==> src/rtl/core/ftc_pkg.sv <==
// ============================================================================
// ftc_pkg - force/torque calibration shared types and constants
// Beat layouts, fixed-point widths and the 6x6 calibration table.
// ============================================================================
`default_nettype none

package ftc_pkg;

  localparam int NumCh     = 6;
  localparam int CodeW     = 16;            // channel and bias code width
  localparam int DiffW     = CodeW + 1;     // bias-corrected difference
  localparam int CoefW     = 24;            // coefficient, 20 fraction bits
  localparam int ProdW     = 41;            // one coefficient times one difference
  localparam int PairW     = ProdW + 1;     // sum of two products
  localparam int SumW      = 44;            // full row sum
  localparam int WideW     = 52;            // row sum after lever-arm shift, doubled
  localparam int RndW      = 55;            // times five, plus rounding half
  localparam int OutW      = 32;
  localparam int FracShift = 19;
  localparam int CfgIdxW   = 3;

  localparam logic signed [8:0] ArmK  = 9'sd189;  // 2 * 94.5
  localparam logic signed [3:0] ScaleK = 4'sd5;
  localparam longint RoundHalf = 64'sd262144;     // 2^(FracShift-1)
  localparam longint OutMax    = 64'sd2147483647;
  localparam longint OutMin    = -64'sd2147483648;

  typedef logic signed [CoefW-1:0] coef_t;
  typedef logic signed [DiffW-1:0] diff_t;
  typedef logic signed [SumW-1:0]  sum_t;
  typedef diff_t [NumCh-1:0] diff_vec_t;
  typedef sum_t  [NumCh-1:0] sum_vec_t;

  // Rows: force_x, force_y, force_z, torque_x, torque_y, torque_z.
  localparam coef_t Cal [NumCh][NumCh] = '{
    '{  -24'sd369,     24'sd21467,  -24'sd27609, -24'sd722445,   24'sd396,     24'sd744498 },
    '{  -24'sd20124,   24'sd879759, -24'sd18012, -24'sd394722,   24'sd4701,   -24'sd455253 },
    '{   24'sd870367,  24'sd4792,    24'sd874053,  24'sd22099,   24'sd841940, -24'sd1416   },
    '{  -24'sd331668,  24'sd5307240, 24'sd4838318,-24'sd2255172,-24'sd4552801,-24'sd2758566 },
    '{ -24'sd5578428, -24'sd164249,  24'sd2931998, 24'sd4410860, 24'sd2915631,-24'sd4459436 },
    '{  -24'sd58972,   24'sd3241534, 24'sd128033,  24'sd3084352, 24'sd6162,    24'sd3245000 }
  };

  typedef struct packed {
    logic signed [CodeW-1:0] volt_ch0;
    logic signed [CodeW-1:0] volt_ch1;
    logic signed [CodeW-1:0] volt_ch2;
    logic signed [CodeW-1:0] volt_ch3;
    logic signed [CodeW-1:0] volt_ch4;
    logic signed [CodeW-1:0] volt_ch5;
  } ftc_in_t;

  typedef struct packed {
    logic signed [OutW-1:0] force_x;
    logic signed [OutW-1:0] force_y;
    logic signed [OutW-1:0] force_z;
    logic signed [OutW-1:0] torque_x;
    logic signed [OutW-1:0] torque_y;
    logic signed [OutW-1:0] torque_z;
  } ftc_out_t;

endpackage

`default_nettype wire

==> src/rtl/core/ftc_finish.sv <==
// ============================================================================
// ftc_finish - reference shift, scaling, rounding and saturation
// Two stages: lever-arm correction, then scale, round and clip to 32 bits.
// ============================================================================
`default_nettype none

module ftc_finish (
  input  wire logic                clk,
  input  wire logic                rst,
  input  wire logic                up_valid,
  output logic                     up_ready,
  input  wire ftc_pkg::sum_vec_t   up_sum,
  output logic                     out_valid,
  input  wire logic                out_ready,
  output ftc_pkg::ftc_out_t        out_data
);

  logic signed [ftc_pkg::WideW-1:0] w   [ftc_pkg::NumCh];
  logic signed [ftc_pkg::RndW-1:0]  rnd [ftc_pkg::NumCh];
  logic signed [ftc_pkg::RndW-1:0]  q   [ftc_pkg::NumCh];
  logic signed [ftc_pkg::OutW-1:0]  sat [ftc_pkg::NumCh];
  logic signed [ftc_pkg::WideW-1:0] a   [ftc_pkg::NumCh];
  logic v_w, adv_w, adv_out;

  assign adv_out  = !out_valid || out_ready;
  assign adv_w    = !v_w || adv_out;
  assign up_ready = adv_w;

  always_comb begin
    for (int i = 0; i < ftc_pkg::NumCh; i++) begin
      a[i] = ftc_pkg::WideW'($signed(up_sum[i]));
    end
  end

  always_ff @(posedge clk) begin
    if (rst) begin
      v_w       <= 1'b0;
      out_valid <= 1'b0;
    end else begin
      if (adv_w) begin
        v_w <= up_valid;
      end
      if (adv_out) begin
        out_valid <= v_w;
      end
    end
  end

  // Move the torque reference point: tx += 94.5 fy, ty -= 94.5 fx (doubled).
  always_ff @(posedge clk) begin
    if (adv_w && up_valid) begin
      w[0] <= a[0] <<< 1;
      w[1] <= a[1] <<< 1;
      w[2] <= a[2] <<< 1;
      w[3] <= (a[3] <<< 1) + a[1] * ftc_pkg::WideW'(ftc_pkg::ArmK);
      w[4] <= (a[4] <<< 1) - a[0] * ftc_pkg::WideW'(ftc_pkg::ArmK);
      w[5] <= a[5] <<< 1;
    end
  end

  // Scale by 5 / 2^19, round half up, clip to the 32-bit range.
  always_comb begin
    for (int i = 0; i < ftc_pkg::NumCh; i++) begin
      rnd[i] = ftc_pkg::RndW'(w[i]) * ftc_pkg::RndW'(ftc_pkg::ScaleK) +
               ftc_pkg::RndW'(ftc_pkg::RoundHalf);
      q[i]   = rnd[i] >>> ftc_pkg::FracShift;
      if (q[i] > ftc_pkg::RndW'(ftc_pkg::OutMax)) begin
        sat[i] = ftc_pkg::OutW'(ftc_pkg::OutMax);
      end else if (q[i] < ftc_pkg::RndW'(ftc_pkg::OutMin)) begin
        sat[i] = ftc_pkg::OutW'(ftc_pkg::OutMin);
      end else begin
        sat[i] = q[i][ftc_pkg::OutW-1:0];
      end
    end
  end

  always_ff @(posedge clk) begin
    if (adv_out && v_w) begin
      out_data.force_x  <= sat[0];
      out_data.force_y  <= sat[1];
      out_data.force_z  <= sat[2];
      out_data.torque_x <= sat[3];
      out_data.torque_y <= sat[4];
      out_data.torque_z <= sat[5];
    end
  end

endmodule

`default_nettype wire

==> config.mk <==
export PLATFORM = sky130hd
export DESIGN_NAME = ftc_finish
export DESIGN_NICKNAME = d
export VERILOG_FILES = /design/src/rtl/core/ftc_pkg.sv /design/src/rtl/core/ftc_finish.sv
export SDC_FILE = /design/constraint.sdc
export NUM_CORES = 2
export LEC_CHECK = 0
export BUFFER_PORTS_ARGS = -buffer_cell sky130_fd_sc_hd__clkbuf_2
export CAP_MARGIN = 20
export CORE_ASPECT_RATIO = 0.75
export CORE_MARGIN = 4
export CORE_UTILIZATION = 56
export DETAILED_ROUTE_END_ITERATION = 7
export HOLD_SLACK_MARGIN = 0.02
export MAX_ROUTING_LAYER = met4
export PLACE_DENSITY = 0.78
export SLEW_MARGIN = 20
export SYNTH_ARGS = -nofsm -noshare
export SYNTH_HDL_FRONTEND = slang
export SYNTH_SLANG_ARGS = --single-unit
==> constraint.sdc <==
create_clock -name clk -period 15.4 [get_ports clk]
set_clock_uncertainty 0.1 [all_clocks]
set_input_delay 2.31 -clock clk [delete_from_list [all_inputs] [get_ports clk]]
set_output_delay 2.31 -clock clk [all_outputs]
set_load 0.02 [all_outputs]
Word level (Yosys, flattened, before mapping):

Memories as Yosys holds them, arrays and structs flattened.
Cells that the tools add are included.

* multiply operators: 8
* $lt $le $gt $ge: 12
* multiplexer cells: 8
* reduce and logical (&&, ||, !) cells: 6
* $add $sub $neg: 8

Operators by type and width (count)
* adder 55 x 20 -> 55 bit (second input constant): 6
* multiplier 52 x 4 -> 55 bit (second input constant): 6
* greater-than comparator 36 x 32 -> 1 bit (second input constant): 6
* less-than comparator 36 x 32 -> 1 bit (second input constant): 6
* 2-to-1 mux 32 bit: 6
* multiplier 44 x 9 -> 52 bit (second input constant): 2
* adder 45 x 52 -> 52 bit: 1
* subtractor 45 x 52 -> 52 bit: 1
* logical AND 1 bit: 2
* logical NOT 1 bit: 2
* logical OR 1 bit: 2
* 2-to-1 mux 1 bit: 2

* flip-flop bits (word level): 194
* input port bits: 268
* output and inout port bits: 194
* memories kept: 1
* word-level logic and storage cells: 51
* RAM bits: 312

Memory list
* w: depth 6, bits a word 52, read ports 6, clocked after Yosys merged registers in 0, wr ports 6, line ftc_finish.sv:18 `logic signed [ftc_pkg::WideW-1:0] w [ftc_pkg::NumCh];`

Longest topological paths before layout:

* word-level depth: 6
* mapped depth: 23

Worst setup path after synthesis:

OpenSTA, ideal clock, no wires.

* path kind: in2reg
* from: input port out_ready
* to: register out_data[0] (netlist name), enable pin
* library setup time: 0.770 ns
* setup slack: 3.666 ns
* buffers on the path: 0
* data required time: 14.530 ns
* cell stages on the path: 2
* data arrival time: 10.863 ns
* cells stage by stage: nor2b_1 -> nor2b_1

* longest elaborated chain between the ends: 2

Ends and longest elaborated chain
* start, declared: line ftc_finish.sv:14 `input wire logic out_ready,`
* logical OR 1 bit: line ftc_finish.sv:25 `assign adv_out = !out_valid || out_ready;`
* logical AND 1 bit: line ftc_finish.sv:78 `if (adv_out && v_w) begin`
* end, declared: line ftc_finish.sv:15 `output ftc_pkg::ftc_out_t out_data`

No other way between the ends.
A chain may end at the register's enable or synchronous reset.

==> metrics.md <==
| Metric | Value |
|---|---|
| Cell with the most instances after synthesis | sky130_fd_sc_hd__ha_1 |
| Post-CTS setup-driven buffer insertion count | 0 |
| Clock sink count | between 400 and 500 |
| Most numerous cell types in the synthesized netlist | 1073 x sky130_fd_sc_hd__ha_1, 693 x sky130_fd_sc_hd__inv_1, 471 x sky130_fd_sc_hd__edfxtp_1, 454 x sky130_fd_sc_hd__fa_1, 294 x sky130_fd_sc_hd__a21oi_1 |
| Crit path setup slack, layout | 7690 ps |
| Final number of hold-violating endpoints | 0 |
| Pin count of the biggest net entering global routing | 70 |
| Height of the chip | 270 µm |
| Initial core utilization | 0.569 |
| R2R depth | 14 |
| Biggest area consumer among synthesized cells | sky130_fd_sc_hd__edfxtp_1 |
| Standard-cell rows | 95 |
| Synth Area per Inst | 11.1 µm² |
| DP Wirelength | 97300 µm |
| Final global-route overflow total | 0 |
| Number of buffers created by CTS | 55 |
| Total global-route track usage | 0.251 |
| Instance count after placement with tap cells included | about 6300 |
| Number of placed I/O pins | 462 |
| Detailed route wirelength on metal3 | 8550 µm |
| Filler-free cell count of the finished design | around 6400 |
| Post-route setup TNS | 0 ps |
| Share of layout cells above drive strength 1 | 0.118 |
| Area inside the core boundary | 0.0903 mm² |
| Max cap viols | 0 |
| Buffer depth of the longest clock path | 3 |
| Largest fanout of any net on the critical path | 7 |
| Worst setup endpoint | w[3][45] |
| CTS root buffer | sky130_fd_sc_hd__clkbuf_16 |
| Quantity of I/O buffers inserted on ports | 461 |
| Highest metal layer with signal wires | met4 |
| Number of inserted filler cells in the final layout | between 7000 and 8000 |
| Startpoint type of the worst setup path | input pin |
| Nets in the synthesized netlist | 6445 |
| Insertion delay of the later-clocked pin in the worst-skew pair | 640 ps |
| Period minus WS final | 7710 ps |
| Final estimated routing congestion in global placement | roughly 0.94 |
| Class of the most critical setup path | input pin to flop |
| P&R area growth vs syn | 10.8% |
| Cell Area, Synth | 0.0514 mm² |
| Share of Yosys cell area claimed by the top area cell type | 0.275 |
| Global-route wire length before repair | 191000 µm |
| Final-stage net count | between 6000 and 7000 |
| Met2 routed WL | 52500 µm |
| Max-slew violation count | 0 |
| Met1 Wirelength | 53500 µm |
| Final Instance Area | 0.0570 mm² |
| Most used DFF post-synth | sky130_fd_sc_hd__edfxtp_1 |
| Initial DRC count | 2099 |
| Gates resized, CTS repair | 0 |
| Warnings, synthesis | 0 |
| Post-route DRC | 0 |
| Yosys reg bits | 473 |
| Critical path data required time | approximately 16000 ps |
| Post-detailed-route count of antenna-violating nets | 0 |
| Die Width | approximately 360 µm |
| Setup violations, final | 0 |
| Average vias per placed instance | between 5 and 6 |
| Die area | about 0.097 mm² |
| Detailed-route wire length per cell | 18.4 µm |
| Period utilisation layout | 0.501 |
| Worst-path clk slew | 60 ps |
| Seq/Total Area, Yosys | 0.276 |
| FF-to-FF setup slack | 10320 ps |
| Via count | approximately 35000 |
| Post-placement cell area | 0.0551 mm² |
| Share of synthesized flip-flops with an asynchronous set or reset | 0 |
| Max Clock Freq | 130 MHz |
| Via count of the first global-routing pass | 36700 |
| Measured slew at the worst slew-check pin | around 1000 ps |
| Synth top area cells | sky130_fd_sc_hd__edfxtp_1 28%, sky130_fd_sc_hd__ha_1 26%, sky130_fd_sc_hd__fa_1 18% |
| Detailed-router iteration count before antenna repair | 5 |
| Outcome | finished clean |
| Slew Limit Headroom | 0.313 |
| CP Data Arrival Time | approximately 8000 ps |
| Synthesized instance count | 4650 |
| Number of enable-type register cells in the synthesized netlist | 471 |
| Startpoint of the most critical setup path | up_sum[52] |
| Critical Path End Type | flop |
| Synth cell types | 80 |
| H-tree depth reported by CTS | 2 |
| TritonCTS clock tree | yes |
| Final Routed Wirelength | about 120000 µm |
| DP Worst Slack | approximately 7100 ps |
| End of the worst register-to-register path | out_data[32] |
| Hold bufs inserted after CTS | 0 |
| Setup repair after global routing missed its margin | no |
| Number of antenna violations at the first check in global routing | 14 |
| Reg2reg start | w[4][4] |
| Path type of the worst min-delay path | flop to flop |
-- sequential cells by signal (all words and copies together), names as in the netlist --
name	flops
out_data	192
out_valid	1
v_w	1
w	279
-- area by class of cell --
cell class | instances | area, µm² | area share
Multi-Input combinational cell | 3419 | 34400 | 0.603
Sequential cell | 473 | 14200 | 0.249
Inverter | 693 | 2600 | 0.0457
Timing Repair Buffer | 473 | 2400 | 0.0421
Tap cell | 1212 | 1520 | 0.0266
Clock buffer | 64 | 1430 | 0.0251
Clock inverter | 38 | 445 | 0.00782
Antenna cell | 13 | 32.5 | 0.000571
-- critical path, stage by stage --
cell and delay [ps]:
sky130_fd_sc_hd__clkbuf_2 190, sky130_fd_sc_hd__fa_1 460, sky130_fd_sc_hd__fa_1 470, sky130_fd_sc_hd__fa_1 500, sky130_fd_sc_hd__fa_1 490, sky130_fd_sc_hd__inv_1 50
sky130_fd_sc_hd__fa_1 480, sky130_fd_sc_hd__inv_1 40, sky130_fd_sc_hd__ha_1 360, sky130_fd_sc_hd__a21oi_1 160, sky130_fd_sc_hd__o21ai_0 90, sky130_fd_sc_hd__a311oi_1 320
sky130_fd_sc_hd__o221ai_1 160, sky130_fd_sc_hd__o21bai_1 240, sky130_fd_sc_hd__a31oi_1 500, sky130_fd_sc_hd__o21ai_0 290, sky130_fd_sc_hd__a31oi_1 410, sky130_fd_sc_hd__o221ai_1 180
sky130_fd_sc_hd__a21oi_1 200, sky130_fd_sc_hd__xnor2_1 80
-- worst min-delay path by stage --
| stage | depth (start not counted) | slack (ps) | to | from |
|---|---|---|---|---|
| after floorplan | 2 | 380 | out_valid | v_w |
| after global placement | 2 | 400 | out_valid | v_w |
| after detailed placement | 2 | 430 | out_valid | v_w |
| after CTS | 2 | 440 | out_valid | v_w |
| after global routing | 2 | 480 | out_valid | v_w |
| final | 2 | 440 | out_valid | v_w |
-- stage by stage --
| stage | hold slack (ps) | util |
|---|---|---|
| 2_1_floorplan | 378 | - |
| 5_1_grt | 475 | 0.631 |
| 3_3_place_gp | 400 | 0.610 |
| 6_report | 444 | 0.631 |
| 4_1_cts | 443 | 0.630 |
| 3_5_place_dp | 429 | 0.610 |
-- logic make-up after synthesis --
kind of cell,share of synthesized area
and+or+nand+nor,0.0632
AOI/OAI and AO/OA,0.121
adders and majority gates,0.438
DFF,0.276
buffers and inverters,0.0560
xor gates and xnor gates,0.0461
-- layout by cell type, fill, tap and decap left out, types with 9 or more instances in the layout --
| cell | count |
|---|---|
| sky130_fd_sc_hd__o21ai_1 | 39 |
| sky130_fd_sc_hd__edfxtp_1 | 471 |
| sky130_fd_sc_hd__clkbuf_16 | 56 |
| sky130_fd_sc_hd__xor2_1 | 96 |
| sky130_fd_sc_hd__o21ai_0 | 140 |
| sky130_fd_sc_hd__a21oi_1 | 294 |
| sky130_fd_sc_hd__o31a_1 | 9 |
| sky130_fd_sc_hd__nand4_1 | 58 |
| sky130_fd_sc_hd__nand2_1 | 173 |
| sky130_fd_sc_hd__buf_4 | 12 |
| sky130_fd_sc_hd__or2_2 | 14 |
| sky130_fd_sc_hd__a21boi_0 | 11 |
| sky130_fd_sc_hd__a41oi_1 | 12 |
| sky130_fd_sc_hd__o21bai_1 | 33 |
| sky130_fd_sc_hd__a21o_1 | 205 |
| sky130_fd_sc_hd__o21a_1 | 32 |
| sky130_fd_sc_hd__and3_1 | 29 |
| sky130_fd_sc_hd__nand3_1 | 52 |
| sky130_fd_sc_hd__nor2b_1 | 39 |
| sky130_fd_sc_hd__inv_1 | 693 |
| sky130_fd_sc_hd__nand2b_1 | 29 |
| sky130_fd_sc_hd__a31oi_1 | 35 |
| sky130_fd_sc_hd__ha_1 | 1073 |
| sky130_fd_sc_hd__xnor2_1 | 173 |
| sky130_fd_sc_hd__o31ai_1 | 13 |
| sky130_fd_sc_hd__diode_2 | 13 |
| sky130_fd_sc_hd__fa_1 | 454 |
| sky130_fd_sc_hd__nor2_1 | 160 |
| sky130_fd_sc_hd__nor3_1 | 38 |
| sky130_fd_sc_hd__and2_1 | 14 |
| sky130_fd_sc_hd__a31o_2 | 11 |
| sky130_fd_sc_hd__clkbuf_2 | 461 |
| sky130_fd_sc_hd__o211ai_1 | 19 |
| sky130_fd_sc_hd__clkinv_2 | 12 |
| sky130_fd_sc_hd__a211oi_1 | 22 |
| sky130_fd_sc_hd__and4_1 | 15 |
| sky130_fd_sc_hd__or3_1 | 11 |
-- routing by layer --
metal / vias up / track usage
li1: 17400 / -
met3: 179 / 0.0475
met1: 16800 / 0.342
met2: 979 / 0.391
met4: 0 / 0.0568
met5: - / -
Power is left out: the tool's default activity adds up to more than one toggle a clock period on the data nets, which glitch-free logic cannot reach.
