--- src/rtl/core/ftc_pkg.sv ---
// ============================================================================
// ftc_pkg - force/torque calibration shared types and constants
// Beat layouts, fixed-point widths and the 6x6 calibration table.
// ============================================================================
`default_nettype none

package ftc_pkg;

  localparam int NumCh     = 6;
  localparam int CodeW     = 16;            // channel and bias code width
  localparam int DiffW     = CodeW + 1;     // bias-corrected difference
  localparam int CoefW     = 24;            // coefficient, 20 fraction bits
  localparam int ProdW     = 41;            // one coefficient times one difference
  localparam int PairW     = ProdW + 1;     // sum of two products
  localparam int SumW      = 44;            // full row sum
  localparam int WideW     = 52;            // row sum after lever-arm shift, doubled
  localparam int RndW      = 55;            // times five, plus rounding half
  localparam int OutW      = 32;
  localparam int FracShift = 19;
  localparam int CfgIdxW   = 3;

  localparam logic signed [8:0] ArmK  = 9'sd189;  // 2 * 94.5
  localparam logic signed [3:0] ScaleK = 4'sd5;
  localparam longint RoundHalf = 64'sd262144;     // 2^(FracShift-1)
  localparam longint OutMax    = 64'sd2147483647;
  localparam longint OutMin    = -64'sd2147483648;

  typedef logic signed [CoefW-1:0] coef_t;
  typedef logic signed [DiffW-1:0] diff_t;
  typedef logic signed [SumW-1:0]  sum_t;
  typedef diff_t [NumCh-1:0] diff_vec_t;
  typedef sum_t  [NumCh-1:0] sum_vec_t;

  // Rows: force_x, force_y, force_z, torque_x, torque_y, torque_z.
  localparam coef_t Cal [NumCh][NumCh] = '{
    '{  -24'sd369,     24'sd21467,  -24'sd27609, -24'sd722445,   24'sd396,     24'sd744498 },
    '{  -24'sd20124,   24'sd879759, -24'sd18012, -24'sd394722,   24'sd4701,   -24'sd455253 },
    '{   24'sd870367,  24'sd4792,    24'sd874053,  24'sd22099,   24'sd841940, -24'sd1416   },
    '{  -24'sd331668,  24'sd5307240, 24'sd4838318,-24'sd2255172,-24'sd4552801,-24'sd2758566 },
    '{ -24'sd5578428, -24'sd164249,  24'sd2931998, 24'sd4410860, 24'sd2915631,-24'sd4459436 },
    '{  -24'sd58972,   24'sd3241534, 24'sd128033,  24'sd3084352, 24'sd6162,    24'sd3245000 }
  };

  typedef struct packed {
    logic signed [CodeW-1:0] volt_ch0;
    logic signed [CodeW-1:0] volt_ch1;
    logic signed [CodeW-1:0] volt_ch2;
    logic signed [CodeW-1:0] volt_ch3;
    logic signed [CodeW-1:0] volt_ch4;
    logic signed [CodeW-1:0] volt_ch5;
  } ftc_in_t;

  typedef struct packed {
    logic signed [OutW-1:0] force_x;
    logic signed [OutW-1:0] force_y;
    logic signed [OutW-1:0] force_z;
    logic signed [OutW-1:0] torque_x;
    logic signed [OutW-1:0] torque_y;
    logic signed [OutW-1:0] torque_z;
  } ftc_out_t;

endpackage

`default_nettype wire

--- src/rtl/core/ftc_bias_sub.sv ---
// ============================================================================
// ftc_bias_sub - bias registers and offset removal
// Holds the six bias registers and registers the 17-bit differences.
// ============================================================================
`default_nettype none

module ftc_bias_sub (
  input  wire logic                         clk,
  input  wire logic                         rst,
  input  wire logic                         cfg_we,
  input  wire logic [ftc_pkg::CfgIdxW-1:0]  cfg_index,
  input  wire logic [ftc_pkg::CodeW-1:0]    cfg_data,
  input  wire logic                         in_valid,
  output logic                              in_ready,
  input  wire ftc_pkg::ftc_in_t             in_data,
  output logic                              dn_valid,
  input  wire logic                         dn_ready,
  output ftc_pkg::diff_vec_t                dn_diff
);

  logic signed [ftc_pkg::CodeW-1:0] bias [ftc_pkg::NumCh];
  logic signed [ftc_pkg::CodeW-1:0] volt [ftc_pkg::NumCh];
  logic                             adv;

  assign volt[0] = in_data.volt_ch0;
  assign volt[1] = in_data.volt_ch1;
  assign volt[2] = in_data.volt_ch2;
  assign volt[3] = in_data.volt_ch3;
  assign volt[4] = in_data.volt_ch4;
  assign volt[5] = in_data.volt_ch5;

  assign adv      = !dn_valid || dn_ready;
  assign in_ready = adv;

  always_ff @(posedge clk) begin
    if (rst) begin
      for (int j = 0; j < ftc_pkg::NumCh; j++) begin
        bias[j] <= '0;
      end
    end else if (cfg_we && (cfg_index < ftc_pkg::CfgIdxW'(ftc_pkg::NumCh))) begin
      bias[cfg_index] <= cfg_data;
    end
  end

  always_ff @(posedge clk) begin
    if (rst) begin
      dn_valid <= 1'b0;
    end else if (adv) begin
      dn_valid <= in_valid;
    end
  end

  // Sign-extend both sides so the difference never wraps.
  always_ff @(posedge clk) begin
    if (adv && in_valid) begin
      for (int j = 0; j < ftc_pkg::NumCh; j++) begin
        dn_diff[j] <= ftc_pkg::DiffW'(volt[j]) - ftc_pkg::DiffW'(bias[j]);
      end
    end
  end

endmodule

`default_nettype wire

--- config.mk ---
export PLATFORM = sky130hd
export DESIGN_NAME = ftc_bias_sub
export DESIGN_NICKNAME = d
export VERILOG_FILES = /design/src/rtl/core/ftc_pkg.sv /design/src/rtl/core/ftc_bias_sub.sv
export SDC_FILE = /design/constraint.sdc
export NUM_CORES = 1
export LEC_CHECK = 0
export BUFFER_PORTS_ARGS = -buffer_cell sky130_fd_sc_hd__buf_2
export CAP_MARGIN = 25
export CORE_MARGIN = 2
export CORE_UTILIZATION = 50
export DETAILED_ROUTE_END_ITERATION = 10
export GPL_TIMING_DRIVEN = 1
export PLACE_DENSITY = 0.76
export SYNTH_ARGS = -nofsm -noshare
export SYNTH_HDL_FRONTEND = slang
export SYNTH_SLANG_ARGS = --single-unit
--- constraint.sdc ---
create_clock -name clk -period 4.2 [get_ports clk]
set_input_delay 0.42 -clock clk [delete_from_list [all_inputs] [get_ports clk]]
set_output_delay 0.42 -clock clk [all_outputs]
set_load 0.03 [all_outputs]
# Word level (Yosys, flattened, before mapping)
# Memory sizes are Yosys's and may differ from the RTL's.
# Cells that the tools add are included.
[totals]
ff_bits = 103
ramBits = 96
in_bits = 120
output_inout_bits = 104
word_cells = 28
n_memories = 1
[mem_list]
columns = ["name", "depth", "width", "read_ports", "rd_clocked_by_memory_dff", "wr", "line_no", "rtl"]
rows = [
  ["bias", 6, 16, 6, 0, 6, "ftc_bias_sub.sv:21", "logic signed [ftc_pkg::CodeW-1:0] bias [ftc_pkg::NumCh];"],
]
[classes]
n_addsub = 6
n_lt_le_gt_ge = 1
mux = 8
reduce_logical = 5
[ops]
columns = ["op", "count"]
rows = [
  ["$sub A16 B16 Y17", 6],
  ["$mux W16", 1],
  ["$reduce_or A16 Y1", 1],
  ["$mux W1", 6],
  ["$lt A3 B3 Y1 const B", 1],
  ["$mux W3", 1],
  ["$logic_and A1 B1 Y1", 2],
  ["$logic_not A1 Y1", 1],
  ["$logic_or A1 B1 Y1", 1],
]

# Depth between registers and ports, before layout
# Gate-level depths: netlist of run 1.
[depth]
ltp_word = 7
mapped_depth = 9
depth_no_buf = 9

# Least setup slack after synthesis of run 1
# No wires, ideal clock.
[synth_timing]
path_type = "input to register"
from = "input port dn_ready"
to = "register dn_diff[0] (netlist name) (enable)"
setup_time_ns = 0.472
arrival_ns = 3.160
required_time_ns = 3.728
slack_ns = 0.568
cell_stages = 2
path_buffers = 0
cell_sequence = "nand2b_1 and2_1"
[synth_via]
elab_chain_cells = 2
[synth_rtl]
columns = ["element", "line_no", "rtl"]
rows = [
  ["start: declaration", "ftc_bias_sub.sv:17", "input wire logic dn_ready,"],
  ["$logic_or A1 B1 Y1", "ftc_bias_sub.sv:32", "assign adv = !dn_valid || dn_ready;"],
  ["$logic_and A1 B1 Y1", "ftc_bias_sub.sv:55", "if (adv && in_valid) begin"],
  ["end signal: indexed assignment", "ftc_bias_sub.sv:57", "dn_diff[j] <= ftc_pkg::DiffW'(volt[j]) - ftc_pkg::DiffW'(bias[j]);"],
  ["end: declaration", "ftc_bias_sub.sv:18", "output ftc_pkg::diff_vec_t dn_diff"],
]
# Every way passes these cells.
# A chain may end at the register's enable or synchronous reset.

==> results.toml, run 1 <==
[yosys]
yosysTopAreaCellShare = 0.522
ys_types = 62
syn_inst = 1057
synth_adder_area_share = 0.116
ys_ff_latch = 199
synth_compound_area_frac = 0.128
async_reset_ff_frac = 0
synthMuxAreaShare = 0.00362
synth_ff_type = "edfxtp_1"
synth_top_family_by_area = "compound AO/OA/AOI/OAI gates"
syn_nets = 1279
synth_edf_count = 198
yosysWarnings = 0
synthTopCellsByCount = "198 x edfxtp_1, 153 x inv_1, 122 x nor2_1, 96 x ha_1, 72 x a21oi_1"
synth-xor-area-share = 0.0546
synthTopCellsByArea = "edfxtp_1 52%, ha_1 11%, inv_1 5.0%"
yosysTopAreaCell = "edfxtp_1"
synth.most_common_cell = "edfxtp_1"
synth_seq_area_share = 0.524
yosys.area_share.simple = 0.119
syn_area_sq_mm = 0.0114
avgSynthCellArea_sq_um = 10.8

[sta]
tightest_slew_ps = 1010
final.setup_skew_ps = 12.9
setup_ws_ps = 1730
worst_slew_margin_rel = 0.326
setup-violations-final = 0
min_period_over_period = 0.587
hold_violations = 0
holdWs_ps = 240
tns_ps = 0
min_period_ps = 2470
rsz0062_at_grt = "false"
fmax_mhz = 406
slew_violations = 0

[power_and_ir_drop]
p_switching_w = 0.00171
p_seq_frac = 0.447
cell_internal_pwr_w = 0.00390
power.density_mw_per_mm2 = 417
p_clk_frac = 0.303
swShare = 0.305
irDropWorstVdd_uv = 267
combPwrFrac = 0.250
power.leakage_nw = 5.97

[clock_network]
clkTransAtPathRegs_ps = 70
cts_hold_buf = 0
clock_latency_ps = 430
cts_root_buf = "clkbuf_16"
tritoncts = "done"
htreeDepth = 4
cts_resized = 0
clock_path_buffers = 2
clock-sinks = 199
post_cts_buffers = 0
cts_buffers = 17

[global_route]
antenna_found_initial = 4
grt_pass1_vias = 8175
grt_pass1_wl_um = 42200
grt_max_degree = 74
track_usage = 0.229
grt.overflow.total = 0

[worst_hold_path]
hp-class = "input pin to register"
holdCritStartpoint = "in_valid"

[floorplanning]
start_util = 0.506
die_x_um = 155
dieArea_sq_mm = 0.0240
num_rows = 55
die_y_um = 155
io_pins = 224
core_sq_mm = 0.0225

[routing]
route.detailed.drc = 0
viasPerCell = 5.34
drt_iter0_drc = 626
vias = 8468
routedWlPerCell_um = 17.3
ant_nets = 0
drt_first_pass_iters = 7
routed_wl_um = 27500

[final_layout]
final_util = 0.597
regArea_sq_mm = 0.00597
nets = 1508
multi_input_area_sq_mm = 0.00479
fill_cells = 1837
drive_gt1_frac = 0.212
syn_to_final_growth_pct = 17.9

[setup_path]
crit_fanout = 4
crit_chain = "ha_1 -> fa_1 -> nand2b_1 -> a21oi_1 -> a211oi_1 -> o31a_1 -> a211oi_1 -> o22ai_1"
required_ps = 4370
slowest_stage = "edfxtp_1"
worst_path_most_repeated_cell = "a211oi_1"
start_kind = "register"
crit_buf_inv = 0
cp-end-kind = "register"
critPathKind = "register to register"
startpoint = "bias[0][0]"
r2r-start = "bias[0][0]"
critPathMaxStageDelay_ps = 420
path_delay_family = "compound AO/OA/AOI/OAI gates"
arrival_ps = 2640

[placement]
globalplace.congestion = 0.910
place_hpwl_um = 20700
numPortBuffers = 223
dp_slack_ps = 1580

[status]
outcome = "complete, no violations"

[run]
drv_cap = 0
## path summary, 6_finish.rpt
check	slack, ps	cells after the start	endpoint
worst min register to register	550	2	dn_valid
worst max-delay path	1730	8	dn_diff[16]
worst min-delay path	240	3	dn_valid
worst max register to register	1730	8	dn_diff[16]
## final cells by class
class	instances	share of cell area
clock inverter	13	0.0129
clock buffer	18	0.0319
antenna	4	0.000745
timing repair buffer	225	0.0842
sequential	199	0.444
tap	285	0.0265
inverter	153	0.0427
multi-input combinational	690	0.357
## routing by layer
layer	vias up	GRT usage	wire, um
met1	3935	0.299	11900
met5	-	0	13
met4	2	0.0763	629
met3	44	0.0365	1480
met2	302	0.390	13400
li1	4185	-	-
## sequential cells by signal (all words and copies together) (netlist names)
register  cells
dn_valid      1
dn_diff     102
bias         96
## worst min-delay path: stages
cell     delay [ps]
buf_2           110
inv_1            40
a21oi_1          50
## cell families (layout without fill, tap and decap cells)
| group | after synthesis | in the layout |
|---|---|---|
| AO/OA/AOI/OAI | 221 | 221 |
| XOR/XNOR | 71 | 71 |
| adder cells (fa/ha/maj) | 102 | 102 |
| buffers and inverters | 168 | 409 |
| flip-flops | 199 | 199 |
| multiplexers | 4 | 4 |
| other | 0 | 4 |
| AND/OR/NAND/NOR | 292 | 292 |
## placed cells by master (no fill, tap or decap), types with 30 or more instances in the layout
cell type and instances:
ha_1 96, nand2_1 66, edfxtp_1 198, inv_1 153, xnor2_1 53, nor2_1 122
buf_2 223, a21oi_1 72, o21ai_0 30
## per-stage QoR
stage                     instance area (sq um)  power (W)  cells
final                                     13400    0.00561   1587
after global routing                      13400    0.00585   1586
after CTS                                 13400    0.00563   1583
after detailed placement                  12800    0.00394   1552
after global placement                    12800    0.00391   1552
after floorplan                           11400    0.00355   1057
## power groups by stage
stage          registers (W)  logic [W]  clock network (W)
5_1_grt              0.00252    0.00153            0.00179
4_1_cts              0.00251    0.00140            0.00172
3_3_place_gp         0.00255    0.00136                  0
2_1_floorplan        0.00283   0.000727                  0
6_report             0.00251    0.00140            0.00170
3_5_place_dp         0.00255    0.00139                  0
Power figures use the tool's default switching activity.
==> inputs of run 2 (changes only) <==
==> constraint.sdc (replaced) <==
create_clock -name clk -period 2.6 [get_ports clk]
set_input_delay 0.26 -clock clk [delete_from_list [all_inputs] [get_ports clk]]
set_output_delay 0.26 -clock clk [all_outputs]
set_load 0.03 [all_outputs]
==> results.toml, run 2 (same netlist as run 1, synthesis figures left out) <==
[status]
outcome = "complete, no violations"

[clock_network]
clock_latency_ps = 450
clkTransAtPathRegs_ps = 80
htreeDepth = 4
clock_path_buffers = 2
clock-sinks = 199
cts_root_buf = "clkbuf_16"
cts_buffers = 17
post_cts_buffers = 0
tritoncts = "done"

[sta]
fmax_mhz = 404
slew_violations = 0
holdWs_ps = 69.4
tightest_slew_ps = 782
min_period_ps = 2480
worst_slew_margin_rel = 0.478
final.setup_skew_ps = 17.3
setup_ws_ps = 124
hold_violations = 0
min_period_over_period = 0.952
setup-violations-final = 0

[worst_hold_path]
hold_end = "dn_valid"
hp-class = "input pin to register"
holdCritStartpoint = "in_valid"
whs_path_depth = 3

[power_and_ir_drop]
p_switching_w = 0.00284
power.leakage_nw = 6.00
swShare = 0.316
p_clk_frac = 0.298
irDropWorstVdd_uv = 364
combPwrFrac = 0.253
cell_internal_pwr_w = 0.00614
p_seq_frac = 0.450
power.density_mw_per_mm2 = 667

[routing]
drt_first_pass_iters = 6
viasPerCell = 5.34
route.detailed.drc = 0
vias = 8520
ant_nets = 0
routedWlPerCell_um = 17.1
routed_wl_um = 27300
drt_iter0_drc = 681

[placement]
dp_slack_ps = 75.1
numPortBuffers = 223
globalplace.congestion = 0.927
place_hpwl_um = 20700

[final_layout]
largest_reg_flops = 102
regMostFlops = "dn_diff"
fill_cells = 1862
multi_input_area_sq_mm = 0.00480
layout_common_cells = "223 x buf_2, 198 x edfxtp_1, 153 x inv_1"
nets = 1514
syn_to_final_growth_pct = 18.3
regArea_sq_mm = 0.00597
drive_gt1_frac = 0.217
reg.largest.list = "dn_diff: 102 flops, bias: 96 flops, dn_valid: 1 flops"
final_common_cell = "buf_2"

[setup_path]
arrival_ps = 2650
r2r-start = "bias[1][0]"
r2r_slack_ps = 120
required_ps = 2780
cp-end-kind = "register"
r2r_cells = 8
crit_fanout = 3
timing.rr.end = "dn_diff[31]"
critPathKind = "register to register"
start_kind = "register"

[floorplanning]
dieArea_sq_mm = 0.0240
start_util = 0.506
io_pins = 224
die_y_um = 155
die_x_um = 155
core_sq_mm = 0.0225
num_rows = 55

[global_route]
grt.overflow.total = 0
track_usage = 0.227
grt_max_degree = 36
antenna_found_initial = 6
grt_pass1_wl_um = 41500
grt_pass1_vias = 8075

[run]
drv_cap = 0
run 2: metal layers:
layer / wire length [um] / up-vias / GRT usage
li1: - / 4202 / -
met4: 850 / 0 / 0.100
met1: 11500 / 3948 / 0.290
met2: 13200 / 318 / 0.378
met5: 0 / - / 0
met3: 1770 / 52 / 0.0426
run 2: worst max path at each step:
stage	from	endpoint	cells past startpoint
6_report	bias[1][0]	dn_diff[31]	8
5_1_grt	bias[1][0]	dn_diff[31]	8
4_1_cts	bias[1][0]	dn_diff[31]	8
3_5_place_dp	in_data[64]	dn_diff[31]	10
3_3_place_gp	in_data[80]	dn_diff[16]	10
2_1_floorplan	dn_valid	dn_diff[0]	2
run 2: timing repair:
item                                    4_1_cts  5_1_grt
endpoints found under the setup margin        0        1
gates resized for setup                       0        1
hold buffers                                  0        0
run 2: stage by stage:
| step | power [W] | std cells | TNS, ps | instance area, sq um | utilization |
|---|---|---|---|---|---|
| finish | 0.00899 | 1596 | 0 | 13500 | 0.599 |
| global route | 0.00938 | 1595 | -19.2 | 13500 | 0.599 |
| CTS | 0.00901 | 1590 | 0 | 13500 | 0.598 |
| detailed placement | 0.00637 | 1558 | 0 | 12900 | 0.572 |
| global placement | 0.00631 | 1558 | 0 | 12900 | 0.572 |
| floorplan | 0.00574 | 1057 | 0 | 11400 | - |
run 2: layout make-up:
cell class | count | share of cell area
diodes | 6 | 0.00111
clock buffers | 18 | 0.0318
clock inverters | 14 | 0.0115
inverters | 153 | 0.0426
multi-input cells | 690 | 0.356
flip-flops and latches | 199 | 0.442
well taps | 285 | 0.0264
repair buffers | 231 | 0.0882
run 2: worst max-delay path, stage by stage, from the launching register on:
cell       delay (ps)
edfxtp_1          380
ha_1              240
fa_1              410
nand2b_1          190
a211oi_2          250
nor2_1            130
o21ai_2           240
mux2i_1           240
o2111ai_1         140
run 2: power groups by stage:
stage | clock [W] | sequential (W) | combinational (W)
6_report | 0.00268 | 0.00404 | 0.00227
5_1_grt | 0.00283 | 0.00407 | 0.00248
4_1_cts | 0.00269 | 0.00404 | 0.00227
3_5_place_dp | 0 | 0.00411 | 0.00226
3_3_place_gp | 0 | 0.00410 | 0.00221
2_1_floorplan | 0 | 0.00456 | 0.00117
